### src/rtl/core/wdt_pkg.sv
package wdt_pkg;

   localparam int COUNT_WIDTH_DEFAULT = 32;

   localparam int DATA_WIDTH = 32;
   localparam int CMD_WIDTH  = 2;
   localparam int SEL_WIDTH  = 3;
   localparam int CTRL_WIDTH = 6;
   localparam int SS_WIDTH   = 16;
   localparam int PS_WIDTH   = 8;
   localparam int PTV_WIDTH  = 3;
   localparam int PEND_WIDTH = 5;

   // command codes
   localparam logic [CMD_WIDTH-1:0] CMD_READ  = 2'd0;
   localparam logic [CMD_WIDTH-1:0] CMD_WRITE = 2'd1;
   localparam logic [CMD_WIDTH-1:0] CMD_TICK  = 2'd2;

   // register selects
   localparam logic [SEL_WIDTH-1:0] SEL_CONTROL   = 3'd0;
   localparam logic [SEL_WIDTH-1:0] SEL_COUNTER   = 3'd1;
   localparam logic [SEL_WIDTH-1:0] SEL_LOAD      = 3'd2;
   localparam logic [SEL_WIDTH-1:0] SEL_TRIGGER   = 3'd3;
   localparam logic [SEL_WIDTH-1:0] SEL_STARTSTOP = 3'd4;
   localparam logic [SEL_WIDTH-1:0] SEL_PENDING   = 3'd5;

   // start/stop key sequences
   localparam logic [SS_WIDTH-1:0] KEY_START_1 = 16'hBBBB;
   localparam logic [SS_WIDTH-1:0] KEY_START_2 = 16'h4444;
   localparam logic [SS_WIDTH-1:0] KEY_STOP_1  = 16'hAAAA;
   localparam logic [SS_WIDTH-1:0] KEY_STOP_2  = 16'h5555;

   localparam logic [CTRL_WIDTH-1:0] CTRL_WRITE_MASK = 6'h3C;
   localparam int CTRL_PRE_BIT = 5;
   localparam int CTRL_PTV_LSB = 2;

   // pending status bit positions
   localparam int PEND_CONTROL   = 0;
   localparam int PEND_COUNTER   = 1;
   localparam int PEND_LOAD      = 2;
   localparam int PEND_TRIGGER   = 3;
   localparam int PEND_STARTSTOP = 4;

   typedef struct packed {
      logic [CMD_WIDTH-1:0]  command;
      logic [SEL_WIDTH-1:0]  reg_select;
      logic [DATA_WIDTH-1:0] write_data;
   } item_type;

   typedef struct packed {
      logic [DATA_WIDTH-1:0] read_data;
      logic                  reset_request;
   } result_type;

endpackage

### src/rtl/core/watchdog_timer_registers.sv
// Channel   Ports                                          Direction
// req       req_valid req_stall req_command                in (stall out)
//           req_reg_select req_write_data
// rsp       rsp_valid rsp_stall rsp_read_data              out (stall in)
//           rsp_reset_request
//
// One word per cycle sustained while rsp is not stalled; a taken word passes the input
// register, then the register file update and the result register, before rsp offers it.
// Synchronous active-high reset zeroes both valid flags and every core register and stops the watchdog.
// A stall on rsp holds the result register and backs up into req_stall
// only when both the input and the result register are full.
module watchdog_timer_registers #(
   parameter int COUNT_WIDTH = wdt_pkg::COUNT_WIDTH_DEFAULT
) (
   input  logic                                clock,
   input  logic                                reset,
   input  logic                                req_valid,
   output logic                                req_stall,
   input  logic [wdt_pkg::CMD_WIDTH-1:0]       req_command,
   input  logic [wdt_pkg::SEL_WIDTH-1:0]       req_reg_select,
   input  logic [wdt_pkg::DATA_WIDTH-1:0]      req_write_data,
   output logic                                rsp_valid,
   input  logic                                rsp_stall,
   output logic [wdt_pkg::DATA_WIDTH-1:0]      rsp_read_data,
   output logic                                rsp_reset_request
);

   wdt_pkg::item_type   item_ff, item_in;
   logic                item_valid_ff, item_valid_in;
   wdt_pkg::result_type result;
   wdt_pkg::result_type rsp_ff, rsp_in;
   logic                rsp_valid_ff, rsp_valid_in;
   logic                out_free;
   logic                move;
   logic                take;

   assign out_free  = !rsp_valid_ff || !rsp_stall;
   assign move      = item_valid_ff && out_free;
   assign req_stall = item_valid_ff && !out_free;
   assign take      = req_valid && !req_stall;

   wdt_core #(
      .COUNT_WIDTH (COUNT_WIDTH)
   ) u_core (
      .clock  (clock),
      .reset  (reset),
      .go     (move),
      .item   (item_ff),
      .result (result)
   );

   always_comb begin
      item_in       = item_ff;
      item_valid_in = item_valid_ff;
      rsp_in        = rsp_ff;
      rsp_valid_in  = rsp_valid_ff;
      if (take) begin
         item_in.command    = req_command;
         item_in.reg_select = req_reg_select;
         item_in.write_data = req_write_data;
         item_valid_in      = 1'b1;
      end else if (move) begin
         item_valid_in = 1'b0;
      end
      if (move) begin
         rsp_in       = result;
         rsp_valid_in = 1'b1;
      end else if (out_free) begin
         // drop the delivered word
         rsp_valid_in = 1'b0;
      end
   end

   always_ff @(posedge clock) begin
      if (reset) begin
         item_valid_ff <= 1'b0;
         rsp_valid_ff  <= 1'b0;
      end else begin
         item_valid_ff <= item_valid_in;
         rsp_valid_ff  <= rsp_valid_in;
      end
      item_ff <= item_in;
      rsp_ff  <= rsp_in;
   end

   assign rsp_valid         = rsp_valid_ff;
   assign rsp_read_data     = rsp_ff.read_data;
   assign rsp_reset_request = rsp_ff.reset_request;

endmodule

### src/rtl/core/wdt_core.sv
module wdt_core #(
   parameter int COUNT_WIDTH = wdt_pkg::COUNT_WIDTH_DEFAULT
) (
   input  logic                clock,
   input  logic                reset,
   input  logic                go,
   input  wdt_pkg::item_type   item,
   output wdt_pkg::result_type result
);

   localparam logic [COUNT_WIDTH-1:0] COUNT_MAX = {COUNT_WIDTH{1'b1}};

   logic [wdt_pkg::CTRL_WIDTH-1:0] control_ff, control_in;
   logic [COUNT_WIDTH-1:0]         count_ff, count_in;
   logic [COUNT_WIDTH-1:0]         load_ff, load_in;
   logic [wdt_pkg::DATA_WIDTH-1:0] trigger_ff, trigger_in;
   logic [wdt_pkg::SS_WIDTH-1:0]   ss_ff, ss_in;
   logic                           running_ff, running_in;
   logic [wdt_pkg::PS_WIDTH-1:0]   ps_ff, ps_in;
   logic [wdt_pkg::PEND_WIDTH-1:0] pend_ff, pend_in;

   logic [wdt_pkg::SS_WIDTH-1:0]   ss_word;
   logic [wdt_pkg::PS_WIDTH-1:0]   ps_inc;
   logic [wdt_pkg::PS_WIDTH-1:0]   ps_limit;
   logic [wdt_pkg::PTV_WIDTH-1:0]  ptv;
   logic                           advance;

   assign ss_word  = item.write_data[wdt_pkg::SS_WIDTH-1:0];
   assign ptv      = control_ff[wdt_pkg::CTRL_PTV_LSB +: wdt_pkg::PTV_WIDTH];
   assign ps_inc   = ps_ff + wdt_pkg::PS_WIDTH'(1);
   assign ps_limit = wdt_pkg::PS_WIDTH'(1) << ptv;

   always_comb begin
      control_in           = control_ff;
      count_in             = count_ff;
      load_in              = load_ff;
      trigger_in           = trigger_ff;
      ss_in                = ss_ff;
      running_in           = running_ff;
      ps_in                = ps_ff;
      pend_in              = pend_ff;
      advance              = 1'b0;
      result.read_data     = '0;
      result.reset_request = 1'b0;
      if (go) begin
         case (item.command)
            wdt_pkg::CMD_READ: begin
               case (item.reg_select)
                  wdt_pkg::SEL_CONTROL:
                     result.read_data = wdt_pkg::DATA_WIDTH'(control_ff);
                  wdt_pkg::SEL_COUNTER:
                     result.read_data = wdt_pkg::DATA_WIDTH'(count_ff);
                  wdt_pkg::SEL_LOAD:
                     result.read_data = wdt_pkg::DATA_WIDTH'(load_ff);
                  wdt_pkg::SEL_TRIGGER:
                     result.read_data = trigger_ff;
                  wdt_pkg::SEL_STARTSTOP:
                     result.read_data = wdt_pkg::DATA_WIDTH'(ss_ff);
                  wdt_pkg::SEL_PENDING:
                     result.read_data = wdt_pkg::DATA_WIDTH'(pend_ff);
                  default:
                     result.read_data = '0;
               endcase
            end
            wdt_pkg::CMD_WRITE: begin
               case (item.reg_select)
                  wdt_pkg::SEL_CONTROL: begin
                     control_in = item.write_data[wdt_pkg::CTRL_WIDTH-1:0]
                                  & wdt_pkg::CTRL_WRITE_MASK;
                     pend_in[wdt_pkg::PEND_CONTROL] = 1'b1;
                  end
                  wdt_pkg::SEL_COUNTER: begin
                     count_in = item.write_data[COUNT_WIDTH-1:0];
                     pend_in[wdt_pkg::PEND_COUNTER] = 1'b1;
                  end
                  wdt_pkg::SEL_LOAD: begin
                     load_in = item.write_data[COUNT_WIDTH-1:0];
                     pend_in[wdt_pkg::PEND_LOAD] = 1'b1;
                  end
                  wdt_pkg::SEL_TRIGGER: begin
                     // reload only on a changed trigger word
                     if (item.write_data != trigger_ff) begin
                        count_in = load_ff;
                        ps_in    = '0;
                     end
                     trigger_in = item.write_data;
                     pend_in[wdt_pkg::PEND_TRIGGER] = 1'b1;
                  end
                  wdt_pkg::SEL_STARTSTOP: begin
                     if (ss_ff == wdt_pkg::KEY_START_1 && ss_word == wdt_pkg::KEY_START_2)
                        running_in = 1'b1;
                     else if (ss_ff == wdt_pkg::KEY_STOP_1 &&
                              ss_word == wdt_pkg::KEY_STOP_2)
                        running_in = 1'b0;
                     ss_in = ss_word;
                     pend_in[wdt_pkg::PEND_STARTSTOP] = 1'b1;
                  end
                  default: begin
                  end
               endcase
            end
            wdt_pkg::CMD_TICK: begin
               pend_in = '0;
               if (running_ff) begin
                  if (control_ff[wdt_pkg::CTRL_PRE_BIT]) begin
                     if (ps_inc >= ps_limit) begin
                        ps_in   = '0;
                        advance = 1'b1;
                     end else begin
                        ps_in = ps_inc;
                     end
                  end else begin
                     ps_in   = '0;
                     advance = 1'b1;
                  end
                  if (advance) begin
                     if (count_ff == COUNT_MAX) begin
                        count_in             = load_ff;
                        result.reset_request = 1'b1;
                     end else begin
                        count_in = count_ff + COUNT_WIDTH'(1);
                     end
                  end
               end
            end
            default: begin
            end
         endcase
      end
   end

   always_ff @(posedge clock) begin
      if (reset) begin
         control_ff <= '0;
         count_ff   <= '0;
         load_ff    <= '0;
         trigger_ff <= '0;
         ss_ff      <= '0;
         running_ff <= 1'b0;
         ps_ff      <= '0;
         pend_ff    <= '0;
      end else begin
         control_ff <= control_in;
         count_ff   <= count_in;
         load_ff    <= load_in;
         trigger_ff <= trigger_in;
         ss_ff      <= ss_in;
         running_ff <= running_in;
         ps_ff      <= ps_in;
         pend_ff    <= pend_in;
      end
   end

endmodule

### config.mk
export PLATFORM = sky130hd
export DESIGN_NAME = watchdog_timer_registers
export DESIGN_NICKNAME = d
export VERILOG_FILES = /design/src/rtl/core/wdt_pkg.sv /design/src/rtl/core/watchdog_timer_registers.sv /design/src/rtl/core/wdt_core.sv
export SDC_FILE = /design/constraint.sdc
export NUM_CORES = 1
export LEC_CHECK = 0
export ABC_AREA = 0
export ABC_CLOCK_PERIOD_IN_PS = 2700
export BUFFER_PORTS_ARGS = -buffer_cell sky130_fd_sc_hd__buf_4
export CORE_MARGIN = 1.5
export CORE_UTILIZATION = 55
export DETAILED_ROUTE_END_ITERATION = 8
export HOLD_SLACK_MARGIN = 0.12
export PLACE_DENSITY = 0.89
export SLEW_MARGIN = 0
export SYNTH_ARGS = -nofsm -noshare
export SYNTH_HDL_FRONTEND = slang
export SYNTH_SLANG_ARGS = --single-unit
### constraint.sdc
create_clock -name clock -period 2.7 [get_ports clock]
set_input_delay 0.135 -clock clock [delete_from_list [all_inputs] [get_ports clock]]
set_output_delay 0.135 -clock clock [all_outputs]
set_load 0.02 [all_outputs]
-- After elaboration in Yosys (flattened, before gate mapping)
Cells that the tools add are included.
- word-level logic and storage cells: 106
- input bits: 41
- bits in registers: 202
- output and inout port bits: 35
- order comparisons: 1
- equality and inequality tests: 23
- mux-type cells: 31
- shift-type cells: 1
- reductions and logical operators: 29
- add/sub/neg operators: 2
- operators by type and width (cell ; count):
    $pmux W32 S6 ; 1
    $mux W32 ; 4
    $pmux W32 S2 ; 2
    $mux W8 ; 5
    $add A32 B1 Y32 const B ; 1
    $eq A16 B15 Y1 const B ; 2
    $eq A16 B16 Y1 const B ; 2
    $eq A32 B32 Y1 const B ; 1
    $ne A32 B32 Y1 ; 1
    $reduce_and A3 Y1 ; 10
    $mux W1 ; 17
    $pmux W8 S2 ; 1
    $pmux W5 S2 ; 1
    $add A8 B1 Y8 const B ; 1
    $ge A8 B8 Y1 ; 1
    $ne A2 B1 Y1 const B ; 4
    $ne A2 B2 Y1 const B ; 4
    $reduce_bool A2 Y1 ; 4
    $shl A1 B3 Y8 const A ; 1
    $eq A3 B2 Y1 const B ; 2
    $eq A3 B3 Y1 const B ; 2
    $reduce_and A6 Y1 ; 1
    $logic_and A1 B1 Y1 ; 5
    $reduce_and A5 Y1 ; 1
    other kinds (10) ; 13

-- Logic depth before layout (Yosys ltp)
Gate-level depths: netlist (run 1).
- depth in word-level cells: 10
- mapped depth: 13
- depth with buffers taken out: 11

-- Cells and area by module
A second synthesis (run 1) with hierarchy kept.
- cell total of the unflattened synthesis: 1100
- area total of the unflattened synthesis: 9810.7 µm²
- modules (own cells, without submodules) (module ; cells each ; seq. area each (µm²) ; times used ; area an instance (µm²)):
    wdt_core ; 1020 ; 2602.5 ; 1 ; 7622.3
    watchdog_timer_registers ; 80 ; 2142.1 ; 1 ; 2188.3

-- Least setup slack after synthesis (run 1)
No wires, ideal clock.
- path type: register to register
- from: register u_core.control_ff[2] in the netlist's numbering
- to: register u_core.count_ff[0]
- path buffers: 2
- setup time: 134 ps
- setup slack: -266 ps
- period minus slack after synthesis: 2966 ps
- required time: 2566 ps
- stages on the path, launching flop included: 11
- arrival time: 2832 ps
- cells stage by stage: dfxtp_1 > clkbuf_1 > or3b_2 > ha_1 > o211ai_1 > o21a_1 > o211ai_1 > nand4_1 > nor2_1 > buf_2 > a211oi_1
- longest elaborated chain between the ends: 9
- ends and longest elaborated chain (item ; line ; source):
    start, declared ; wdt_core.sv:13 ; logic [wdt_pkg::CTRL_WIDTH-1:0] control_ff, control_in;
    start signal, assigned ; wdt_core.sv:143 ; control_ff <= control_in;
    $shl A1 B3 Y8 ; wdt_core.sv:31 ; assign ps_limit = wdt_pkg::PS_WIDTH'(1) << ptv;
    $ge A8 B8 Y1 ; wdt_core.sv:106 ; if (ps_inc >= ps_limit) begin
    $mux W1 ; wdt_core.sv:106 ;
    $mux W1 ; wdt_core.sv:105 ; if (control_ff[wdt_pkg::CTRL_PRE_BIT]) begin
    $mux W1 ; wdt_core.sv:104 ; if (running_ff) begin
    $mux W1 ; wdt_core.sv:46 ; case (item.command)
    $mux W1 ; wdt_core.sv:45 ; if (go) begin
    $ne A2 B1 Y1 (no line) ; n/a ;
    $reduce_and A6 Y1 (no line) ; n/a ;
    end signal, assigned ; wdt_core.sv:144 ; count_ff <= count_in;
    end, declared ; wdt_core.sv:14 ; logic [COUNT_WIDTH-1:0] count_ff, count_in;
No other way between the ends. The select of a mux whose other input is x is not followed.
A chain may end at the register's enable or synchronous reset.

-- Worst setup path after layout (run 1)
- from: register u_core.ps_ff[1] in the netlist's numbering
- to: register u_core.ps_ff[2] in the netlist's numbering
- longest elaborated chain between the ends: 6
- ends and longest elaborated chain (item ; line ; source):
    start, declared ; wdt_core.sv:19 ; logic [wdt_pkg::PS_WIDTH-1:0] ps_ff, ps_in;
    start signal, assigned ; wdt_core.sv:149 ; ps_ff <= ps_in;
    $add A8 B1 Y8 (*) ; wdt_core.sv:30 ; assign ps_inc = ps_ff + wdt_pkg::PS_WIDTH'(1);
    $ge A8 B8 Y1 ; wdt_core.sv:106 ;
    $mux W8 (*) ; wdt_core.sv:106 ;
    $mux W8 (*) ; wdt_core.sv:105 ;
    $mux W8 (*) ; wdt_core.sv:104 ;
    $pmux W8 S2 (*) ; wdt_core.sv:46 ;
Every way passes the cells marked *; elsewhere a longest branch is shown, timed or not. The select of a mux whose other input is x is not followed.

==> summary.txt, run 1 <==
Synth
  – Largest family of logic cells by synthesized area: simple AND/OR/NAND/NOR gates
  – Mean Syn Cell Area: 8.856 µm²
  – Netlist cell types: 69
  – Mapped Cells: 1136
  – Synth Area in XOR/XNOR: 0.04004
  – Seq/Total Area, Yosys: 0.4716
  – Synthesized flop and latch total: 202
  – Syn Std Cell Area: 10060 µm²
  – Post-synth ARST share: 0
  – Post-synth EDFFs: 70
  – Main synth FF type: dfxtp_1
  – Post-synthesis adder-cell area fraction: 0.01617
  – Compound-gate portion of the synthesized area: 0.1857
  – Multiplexer area fraction after synthesis: 0.03582
  – Synth Area in Simple Gates: 0.2107
  – Syn Nets: 1190
  – YS warnings: 0

Hold path
  – Worst hold path class: input port to register

Global routing
  – Initial antenna violation count: 0
  – Tot GR Track Use: 0.3412
  – Global routing usage on met1: 0.4643
  – Most Crowded Layer GR: met2
  – Largest net degree at the start of global routing: 96
  – Met3 usage: 0.07690
  – First-pass GRT wire length: 51690 µm
  – Vias in the first global route: 9447
  – Total gr overflow: 0
  – Grt met2 use: 0.5321

CTS
  – CTS tree: done
  – Inserted Clock Buffers: 22
  – CTS HTree Levels: 1
  – Clock transition at the registers of the reported paths: 60 ps
  – Clock net sink count: 202
  – Longest Clk Path Bufs: 3
  – Clk_lat worst skew: 510 ps
  – CTS Root Cell: clkbuf_16

Setup path
  – Slowest cell on crit path: or4b_1
  – Crit path max-delay family: simple AND/OR/NAND/NOR gates
  – Max incr delay on CP: 520 ps
  – WP buf/inv: 1
  – Max FO, Critical Path: 8
  – CP arrival: 3050 ps
  – Startpoint types: register
  – Req. time, crit path: 3130 ps
  – Cell Chain, Critical Path: ha_4 -> nand3_4 -> nor2_4 -> xor2_2 -> ha_1 -> a21o_1 -> a21oi_2 -> o211ai_1 -> buf_4 -> or4b_1 -> a21oi_1
  – CP Class: register to register
  – Endpoint class of the critical path: register

Detailed routing
  – WL per Instance: 22.13 µm
  – First-pass DRT Iterations: 6
  – Vias/cell: 6.528
  – Iter 0 DRT Violations: 1444
  – # DRC: 0
  – Routed vias: 10027
  – Final ANT Viol Nets: 0
  – Final WL: 34000 µm

Placed design
  – Setup WS pre-CTS: -93.04 ps
  – Cell Area, Placed: 11280 µm²
  – GPL Wtd Cong: 0.9999
  – PortBufs: 75
  – Dpl hpwl: 22450 µm

Floorplanning
  – Die area: 19110 µm²
  – Initial Util: 0.5601
  – I/O pins: 76
  – Vert. Die Dim: 138.3 µm
  – Core area: 17960 µm²
  – # rows: 49
  – Die W: 138.3 µm

STA
  – Final Hold Viols: 0
  – Fin Setup TNS: 0 ps
  – Worst Slack Setup Final: 80.17 ps
  – Hold slack: 340.2 ps
  – Slew Viols, Final: 0
  – Fmax: 0.3817 GHz
  – Least-Margin Pin Slew: 744.5 ps
  – Crit share post-route: 0.9703
  – Worst slew margin: 0.5037
  – Setup Skew: 15.06 ps
  – Setup-failing EPs final: 0
  – Post-layout min period: 2620 ps
  – RSZ-0062 raised after global routing: yes

Final layout
  – Antenna cell count: 0
  – Layout area overhead: 28.45%
  – Share of layout cells above drive strength 1: 0.2028
  – Nets: 1345
  – Commonest non-fill, non-tap cells in the layout: nand2_1 (212), buf_4 (163), a21oi_1 (138), dfxtp_1 (126), nor2_1 (85)
  – Most common library cell in the layout ignoring fill and taps: nand2_1
  – Cell area after layout: 12920 µm²

Pwr
  – Pwr dens: 583.5 nW/µm²
  – Max VDD drop: 585.0 µV
  – Pleak: 4.570 nW

Outcome
  – Status: completed

Job
  – Max Cap Viol: 0
[synthesized netlist by cell type (4+ instances only)]
master    count  area share
clkbuf_1     66       0.025
a22oi_1       5      0.0037
and4_1        7      0.0061
nand4_1      17       0.011
nor2b_1       9      0.0056
a311oi_1      9      0.0078
and3_1       14      0.0087
edfxtp_1     70        0.21
buf_2        10      0.0050
o21ai_0      22       0.011
inv_1        16      0.0060
mux2i_1      36       0.036
o31ai_1       8      0.0060
nor2_1       89       0.033
o22ai_1       4      0.0025
nand3b_1      4      0.0030
nor3_1       11      0.0055
o21a_1        4      0.0030
ha_1         13       0.016
a211oi_1     15       0.011
xor2_1        7      0.0061
o21ai_1       4      0.0020
nand3_1      21       0.010
and2_1        7      0.0044
a31o_1        7      0.0061
or3_1         7      0.0044
a221oi_1     20       0.017
a31oi_1      16      0.0099
dfxtp_1     132        0.26
or4b_1        6      0.0060
nor4_1       11      0.0068
o221ai_1      6      0.0052
nor4_2        4      0.0050
xnor2_1      39       0.034
o311ai_1      5      0.0044
nand2_1     213       0.079
a21oi_1     144       0.072
buf_1         8      0.0030
[sequential cells by signal, summed over array words and instances (netlist names)]
register / flops
u_core.pend_ff: 5
rsp_read_data: 32
u_core.load_ff: 32
u_core.control_ff: 4
u_core.running_ff: 1
u_core.trigger_ff: 32
u_core.ss_ff: 16
u_core.count_ff: 32
item_ff: 37
rsp_reset_request: 1
item_valid_ff: 1
rsp_valid: 1
u_core.ps_ff: 8
[worst paths after layout]
check / slack, ps / depth (start not counted) / start / to
worst max-delay path: 80 / 11 / u_core.ps_ff[1]$_SDFFE_PP0P_ / u_core.ps_ff[2]$_SDFFE_PP0P_
worst max register to register: 80 / 11 / u_core.ps_ff[1]$_SDFFE_PP0P_ / u_core.ps_ff[2]$_SDFFE_PP0P_
worst min register to register: 470 / 2 / u_core.pend_ff[3]$_SDFFE_PP0P_ / u_core.pend_ff[3]$_SDFFE_PP0P_
worst min-delay path: 340 / 2 / req_write_data[26] / item_ff[26]$_DFFE_PP_
[metrics by stage]
stage | util | instances | power (W)
2_1_floorplan | - | 1136 | 0.003692
3_3_place_gp | 0.6281 | 1436 | 0.003951
3_5_place_dp | 0.6281 | 1436 | 0.003963
4_1_cts | 0.7059 | 1530 | 0.007495
5_1_grt | 0.7194 | 1536 | 0.007699
6_report | 0.7194 | 1536 | 0.007541
[power by group]
part | switching [W] | internal, W
combinational | 0.000401 | 0.000287
sequential | 0.0000858 | 0.00323
clock | 0.00126 | 0.00228
[layer usage]
layer / routed length (µm) / vias to the layer above
met2: 15120 / 825
li1: - / 4421
met5: 0 / -
met4: 1486 / 0
met3: 4703 / 143
met1: 12690 / 4638
[layout make-up]
type | instances | area, µm²
Multi-Input combinational cell | 832 | 5114
Timing Repair Buffer | 216 | 1844
Tap cell | 229 | 286.5
Sequential cell | 202 | 4762
Clock inverter | 7 | 187.7
Fill cell | 1236 | 5040
Inverter | 17 | 63.81
Clock buffer | 33 | 665.6
[cell families (layout without fill, tap and decap cells)]
| group | count (synthesis) | after routing |
|---|---|---|
| flip-flops | 202 | 202 |
| XOR/XNOR | 46 | 46 |
| AO/OA/AOI/OAI | 292 | 292 |
| multiplexers | 36 | 36 |
| buffers and inverters | 102 | 273 |
| adder cells (fa/ha/maj) | 13 | 13 |
| AND/OR/NAND/NOR | 445 | 445 |
[repair_timing]
item | 4_1_cts | 5_1_grt
cloned | 0 | 1
endpoints found under the setup margin | 27 | 40
endpoints found under the hold margin | 71 | 0
hold buffers | 41 | 0
pin swaps | 6 | 28
resized for setup | 9 | 39
buffers inserted | 13 | 6
Power figures use the tool's default switching activity.
==> run 2: changes to the inputs <==
- ABC_CLOCK_PERIOD_IN_PS: 2700 -> 2350
- SETUP_SLACK_MARGIN: unset -> 0.02
- clock period: 2.7 -> 2.35 ns (I/O delays scaled with it)
==> summary.txt, run 2 (synthesized netlist as in run 1, its figures left out) <==
CTS
  – CTS Root Cell: clkbuf_16
  – Clock transition at the registers of the reported paths: 60 ps (about the same)
  – Longest Clk Path Bufs: 3 (unchanged)
  – CTS HTree Levels: 1 (unchanged)
  – Inserted Clock Buffers: 22 (unchanged)
  – Number of setup buffers added after CTS: 0 (-13)
  – Clk_lat worst skew: 530 ps (+20 ps)
  – CTS tree: done
  – Clock net sink count: 202 (unchanged)

Floorplanning
  – # rows: 49 (unchanged)
  – Vert. Die Dim: 138.3 µm (unchanged)
  – I/O pins: 76 (unchanged)
  – Die area: 19110 µm² (unchanged)
  – Initial Util: 0.5601 (unchanged)
  – Die W: 138.3 µm (unchanged)
  – Core area: 17960 µm² (unchanged)

STA
  – Final Hold Viols: 0 (unchanged)
  – Worst slew margin: 0.5612 (+0.05750)
  – Worst Slack Setup Final: -308.1 ps (-388.2 ps)
  – Fmax: 0.3762 GHz (-1.4%)
  – Post-layout min period: 2658 ps (+38.24 ps)
  – Slew Viols, Final: 0 (unchanged)
  – Setup Skew: 21.47 ps (+6.407 ps)
  – Crit share post-route: 1.131 (+0.1608)
  – Least-Margin Pin Slew: 658.2 ps (-86.25 ps)
  – Fin Setup TNS: -9368 ps (-9368 ps)
  – Setup-failing EPs final: 40 (+40)
  – Hold slack: 203.1 ps (-137.1 ps)
  – RSZ-0062 raised after global routing: yes

Setup path
  – Max FO, Critical Path: 13 (+5)
  – Req. time, crit path: 2800 ps (-330 ps)
  – Worst R2R End: u_core.count_ff[9]$_SDFFE_PP0P_
  – Max incr delay on CP: 400 ps (-120 ps)
  – RR Startpoint: u_core.control_ff[3]$_SDFFE_PP0P_
  – CP startpoint: u_core.control_ff[3]$_SDFFE_PP0P_
  – CP Class: register to register
  – Slowest cell on crit path: or3b_4
  – Cell Chain, Critical Path: or3b_4 -> ha_4 -> o211ai_1 -> o21a_1 -> o211ai_1 -> nand4_1 -> buf_12 -> nor4_1 -> a311o_1
  – Endpoint class of the critical path: register
  – Crit path max-delay family: simple AND/OR/NAND/NOR gates
  – Crit path depth: 9 (-2)
  – Worst reg2reg setup slack: -310 ps (-390 ps)
  – R2r worst-path depth: 9 (-2)
  – Startpoint types: register
  – Setup crit end: u_core.count_ff[9]$_SDFFE_PP0P_
  – CP arrival: 3110 ps (+60 ps)
  – WP buf/inv: 1 (unchanged)
  – Critical path's most frequent cell: o211ai_1

Pwr
  – Pwr dens: 633.7 nW/µm² (+8.6%)
  – Comb pwr share: 0.104 (+0.013)
  – Clock share of power: 0.443 (-0.026)
  – Sw Pwr: 0.002061 W (+18%)
  – Max VDD drop: 800.1 µV (+37%)
  – Pint: 0.006288 W (+8.6%)
  – Sequential share of power: 0.453 (+0.014)
  – Pleak: 4.702 nW (+2.9%)
  – Net Sw Frac: 0.2469 (+0.01494)

Global routing
  – Tot GR Track Use: 0.3559 (+0.01470)
  – Total gr overflow: 0 (unchanged)
  – Largest net degree at the start of global routing: 131 (+36%)
  – Initial antenna violation count: 0 (unchanged)
  – Vias in the first global route: 9753 (+3.2%)
  – First-pass GRT wire length: 54120 µm (+4.7%)

Final layout
  – Commonest non-fill, non-tap cells in the layout: nand2_1 (210), buf_4 (191), a21oi_1 (139), dfxtp_1 (127), nor2_1 (85)
  – Fillers: 1207 (-2.3%)
  – Top reg by flops: item_ff
  – FF+latch area: 4758 µm² (about the same)
  – Nets: 1372 (+2.0%)
  – Max reg flops: 37 (unchanged)
  – Most common library cell in the layout ignoring fill and taps: nand2_1
  – Layout area overhead: 30.95%
  – Area of the multi-input gates: 5194 µm² (+1.6%)
  – Share of layout cells above drive strength 1: 0.2286 (+0.02588)
  – Antenna cell count: 0 (unchanged)

Detailed routing
  – Routed vias: 10181 (+1.5%)
  – Vias/cell: 6.514 (-0.22%)
  – First-pass DRT Iterations: 8 (+2)
  – WL per Instance: 22.53 µm (+1.8%)
  – Final ANT Viol Nets: 0 (unchanged)
  – # DRC: 0 (unchanged)
  – Final WL: 35210 µm (+3.6%)
  – Iter 0 DRT Violations: 1341 (-7.1%)

Hold path
  – Worst hold path class: input port to register

Placed design
  – PortBufs: 75 (unchanged)
  – GPL Wtd Cong: 1.005 (+0.50%)
  – Dpl hpwl: 23030 µm (+2.6%)

Job
  – Max Cap Viol: 0 (unchanged)

Outcome
  – Status: complete, but fails checks
  – Failing checks: setup timing
run 2: cell types whose count changed in the layout (fill, tap and decap cells not counted), sizes merged:
cell         before  now
buf             174  201
bufbuf            0    2
bufinv            6    4
clkbuf           34   26
clkinv            0    8
clkinvlp          1    2
dlygate4sd3      41   40
run 2: layout make-up:
class	count	area share
inverter	17	0.004843
clock buffer	26	0.04368
multi-input combinational	832	0.3942
tap	229	0.02175
clock inverter	14	0.01500
timing repair buffer	243	0.1594
sequential	202	0.3612
run 2: how the worst min path moves through the flow:
| stage | from | endpoint | slack [ps] | depth (start not counted) |
|---|---|---|---|---|
| 5_1_grt | reset | u_core.control_ff[2]$_SDFFE_PP0P_ | 230 | 3 |
| 4_1_cts | reset | u_core.control_ff[2]$_SDFFE_PP0P_ | 190 | 3 |
| 3_5_place_dp | req_write_data[24] | item_ff[24]$_DFFE_PP_ | 300 | 1 |
| 6_report | reset | u_core.control_ff[5]$_SDFFE_PP0P_ | 200 | 3 |
| 2_1_floorplan | req_write_data[0] | item_ff[0]$_DFFE_PP_ | 220 | 0 |
| 3_3_place_gp | req_write_data[21] | item_ff[21]$_DFFE_PP_ | 300 | 1 |
run 2: what timing repair did:
| item | CTS | global route |
|---|---|---|
| hold endpoints to repair | 39 | 0 |
| pin swaps | 22 | 11 |
| hold buffers | 40 | 0 |
| resized for setup | 17 | 19 |
| gates cloned | 2 | 0 |
| endpoints found under the setup margin | 40 | 44 |
run 2: worst reg2reg max path, stage by stage, from the launching register on:
cell and delay [ps]:
dfxtp_1 360, or3b_4 400, ha_4 270, o211ai_1 70, o21a_1 210, o211ai_1 310
nand4_1 220, buf_12 210, nor4_1 390, a311o_1 170
run 2: power by group through the flow:
stage / clock network (W) / logic [W] / registers (W)
3_3_place_gp: 0 / 0.000743 / 0.00385
6_report: 0.00370 / 0.000868 / 0.00378
2_1_floorplan: 0 / 0.000367 / 0.00389
5_1_grt: 0.00385 / 0.000905 / 0.00379
4_1_cts: 0.00368 / 0.000829 / 0.00378
3_5_place_dp: 0 / 0.000754 / 0.00385
run 2: through the flow:
stage | instance area [µm²] | worst slack [ps] | instances | total power [W] | util
finish | 13180 | -308.1 | 1563 | 0.008349 | 0.7334
global route | 13180 | -471.5 | 1563 | 0.008545 | 0.7334
CTS | 13070 | -215.6 | 1563 | 0.008285 | 0.7275
detailed placement | 11760 | -277.5 | 1481 | 0.004608 | 0.6548
global placement | 11760 | -207.9 | 1481 | 0.004593 | 0.6548
floorplan | 10250 | -329.9 | 1136 | 0.004252 | -
run 2: metal layers:
metal	global-route usage	vias to the layer above	share of wire
met4	0.1584	0	0.049
met5	0	-	0
met3	0.1011	138	0.13
met1	0.4720	4779	0.37
met2	0.5439	792	0.45
li1	-	4472	-
==> run 3: changes to the inputs <==
- PLACE_DENSITY: 0.89 -> 0.77
==> summary.txt, run 3 (synthesized netlist as in run 1, its figures left out) <==
STA
  – Final Hold Viols: 0 (unchanged)
  – Fmax: 0.3829 GHz (+1.8%)
  – Slew Viols, Final: 0 (unchanged)
  – RSZ-0062 raised after global routing: yes
  – Setup-failing EPs final: 41 (+2.5%)
  – Least-Margin Pin Slew: 687.0 ps (+28.81 ps)
  – Hold slack: 152.5 ps (-50.58 ps)
  – Worst Slack Setup Final: -261.8 ps (+46.23 ps)
  – Post-layout min period: 2612 ps (-46.23 ps)
  – Setup Skew: 14.61 ps (-6.854 ps)
  – Worst slew margin: 0.5420 (-0.01921)
  – Crit share post-route: 1.111 (-0.01967)

Pwr
  – Pleak: 4.731 nW (+0.60%)
  – Sequential share of power: 0.465 (+0.012)
  – Pwr dens: 617.1 nW/µm² (-2.6%)
  – Sw Pwr: 0.001998 W (-3.0%)
  – Net Sw Frac: 0.2459 (-0.0009484)
  – Pint: 0.006127 W (-2.6%)
  – Max VDD drop: 789.8 µV (-1.3%)
  – Total power: 0.008126 W (-2.7%)
  – Clock share of power: 0.429 (-0.014)
  – Comb pwr share: 0.106 (+0.002)

Final layout
  – Fillers: 1313 (+8.8%)
  – Antenna cell count: 0 (unchanged)
  – Most common library cell in the layout ignoring fill and taps: nand2_1
  – Nets: 1386 (+1.0%)
  – Share of layout cells above drive strength 1: 0.2328 (+0.004129)
  – Top reg by flops: item_ff
  – Max reg flops: 37 (unchanged)
  – Commonest non-fill, non-tap cells in the layout: nand2_1 (212), buf_4 (204), a21oi_1 (135), dfxtp_1 (127), nor2_1 (85)
  – Layout area overhead: 30.88% (about the same)

Detailed routing
  – Final WL: 33750 µm (-4.1%)
  – Final ANT Viol Nets: 0 (unchanged)
  – WL per Instance: 21.39 µm (-5.0%)
  – Iter 0 DRT Violations: 1412 (+5.3%)
  – Vias/cell: 6.236 (-4.3%)
  – # DRC: 0 (unchanged)
  – Routed vias: 9841 (-3.3%)
  – First-pass DRT Iterations: 8 (unchanged)

Floorplanning
  – # rows: 49 (unchanged)
  – I/O pins: 76 (unchanged)
  – Die area: 19110 µm² (unchanged)
  – Initial Util: 0.5601 (unchanged)
  – Core area: 17960 µm² (unchanged)
  – Vert. Die Dim: 138.3 µm (unchanged)
  – Die W: 138.3 µm (unchanged)

Setup path
  – Cell Chain, Critical Path: ha_4 -> nand3_4 -> nor2_4 -> xor2_2 -> ha_1 -> a21o_1 -> a21oi_2 -> o211ai_1 -> buf_4 -> or4b_1 -> a21oi_1
  – Slowest cell on crit path: or4b_1
  – Startpoint types: register
  – Req. time, crit path: 2790 ps (about the same)
  – Endpoint class of the critical path: register
  – Max incr delay on CP: 520 ps (+120 ps)
  – CP Class: register to register
  – Max FO, Critical Path: 8 (-5)
  – CP arrival: 3050 ps (-60 ps)

Global routing
  – Tot GR Track Use: 0.3465 (-0.009375)
  – First-pass GRT wire length: 52030 µm (-3.9%)
  – Total gr overflow: 0 (unchanged)
  – Vias in the first global route: 9254 (-5.1%)
  – Largest net degree at the start of global routing: 131 (unchanged)
  – Initial antenna violation count: 1 (+1)

CTS
  – Inserted Clock Buffers: 23 (+4.5%)
  – Clock transition at the registers of the reported paths: 60 ps (about the same)
  – Clk_lat worst skew: 520 ps (about the same)
  – CTS tree: done
  – CTS Root Cell: clkbuf_16
  – Longest Clk Path Bufs: 3 (unchanged)
  – CTS HTree Levels: 1 (unchanged)
  – Clock net sink count: 202 (unchanged)

Job
  – Max Cap Viol: 0 (unchanged)

Outcome
  – Status: complete, but fails checks
  – Failing checks: setup timing

Hold path
  – Worst hold path class: input port to register

Placed design
  – Dpl hpwl: 23500 µm (+2.0%)
  – GPL Wtd Cong: 0.9689 (-3.6%)
  – PortBufs: 75 (unchanged)
run 3: cell count changes in the layout (fill, tap and decap cells not counted), sizes merged:
| cell | delta |
|---|---|
| buf | +14 |
| clkinv | -4 |
| bufinv | -3 |
| bufbuf | -2 |
| clkinvlp | -2 |
| clkbuf | +11 |
| inv | +1 |
run 3: cell type report:
type / count / area [µm²] / area share
Clock buffer: 36 / 664.4 / 0.05046
Clock inverter: 6 / 57.56 / 0.004371
Inverter: 17 / 63.81 / 0.004846
Multi-Input combinational cell: 832 / 5162 / 0.3921
Sequential cell: 202 / 4756 / 0.3612
Tap cell: 229 / 286.5 / 0.02176
Timing Repair Buffer: 256 / 2177 / 0.1653
run 3: path summary, 6_finish.rpt:
check,cells past startpoint,start,slack (ps),to
setup reg to reg,11,u_core.ps_ff[1]$_SDFFE_PP0P_,-260,u_core.ps_ff[3]$_SDFFE_PP0P_
hold / removal,3,reset,150,u_core.control_ff[3]$_SDFFE_PP0P_
setup / recovery,11,u_core.ps_ff[1]$_SDFFE_PP0P_,-260,u_core.ps_ff[3]$_SDFFE_PP0P_
hold reg to reg,2,u_core.pend_ff[2]$_SDFFE_PP0P_,470,u_core.pend_ff[2]$_SDFFE_PP0P_
run 3: power by group through the flow:
stage | Clock [W] | Combinational [W] | Sequential (W)
final | 0.00348 | 0.000860 | 0.00378
after global routing | 0.00364 | 0.000905 | 0.00379
after CTS | 0.00349 | 0.000827 | 0.00378
after detailed placement | 0 | 0.000761 | 0.00385
after global placement | 0 | 0.000754 | 0.00385
after floorplan | 0 | 0.000367 | 0.00389
run 3: what timing repair did:
| item | in CTS | in global routing |
|---|---|---|
| setup buffers | 9 | 1 |
| gates resized for setup | 13 | 19 |
| endpoints found under the hold margin | 39 | 0 |
| hold buffers | 40 | 0 |
| pin swaps | 23 | 8 |
| setup endpoints to repair | 40 | 56 |
| cloned | 0 | 1 |
run 3: layer usage:
metal / global-route usage / share of wire / wire (µm)
met1: 0.4932 / 0.41 / 13720
met2: 0.5284 / 0.44 / 14910
met3: 0.07551 / 0.12 / 4005
met4: 0.1114 / 0.032 / 1095
met5: 0 / 0.00039 / 13
run 3: worst max-delay path, delay by kind of cell, from the launching register on:
kind | cells | cell delay [ps]
AOI/OAI and AO/OA | 4 | 680
and+or+nand+nor | 3 | 630
adders and majority gates | 2 | 490
DFF | 1 | 360
buffers and inverters | 1 | 190
xor gates and xnor gates | 1 | 170
run 3: per-stage QoR:
step	TNS (ps)	area, µm²	utilization	worst slack [ps]	cells
4_1_cts	-7309	13060	0.7268	-238.2	1576
3_5_place_dp	-7732	11790	0.6565	-318.2	1485
2_1_floorplan	-8441	10250	-	-329.9	1136
6_report	-7836	13170	0.7330	-261.8	1578
3_3_place_gp	-4769	11790	0.6565	-216.0	1485
5_1_grt	-14370	13170	0.7330	-398.4	1578
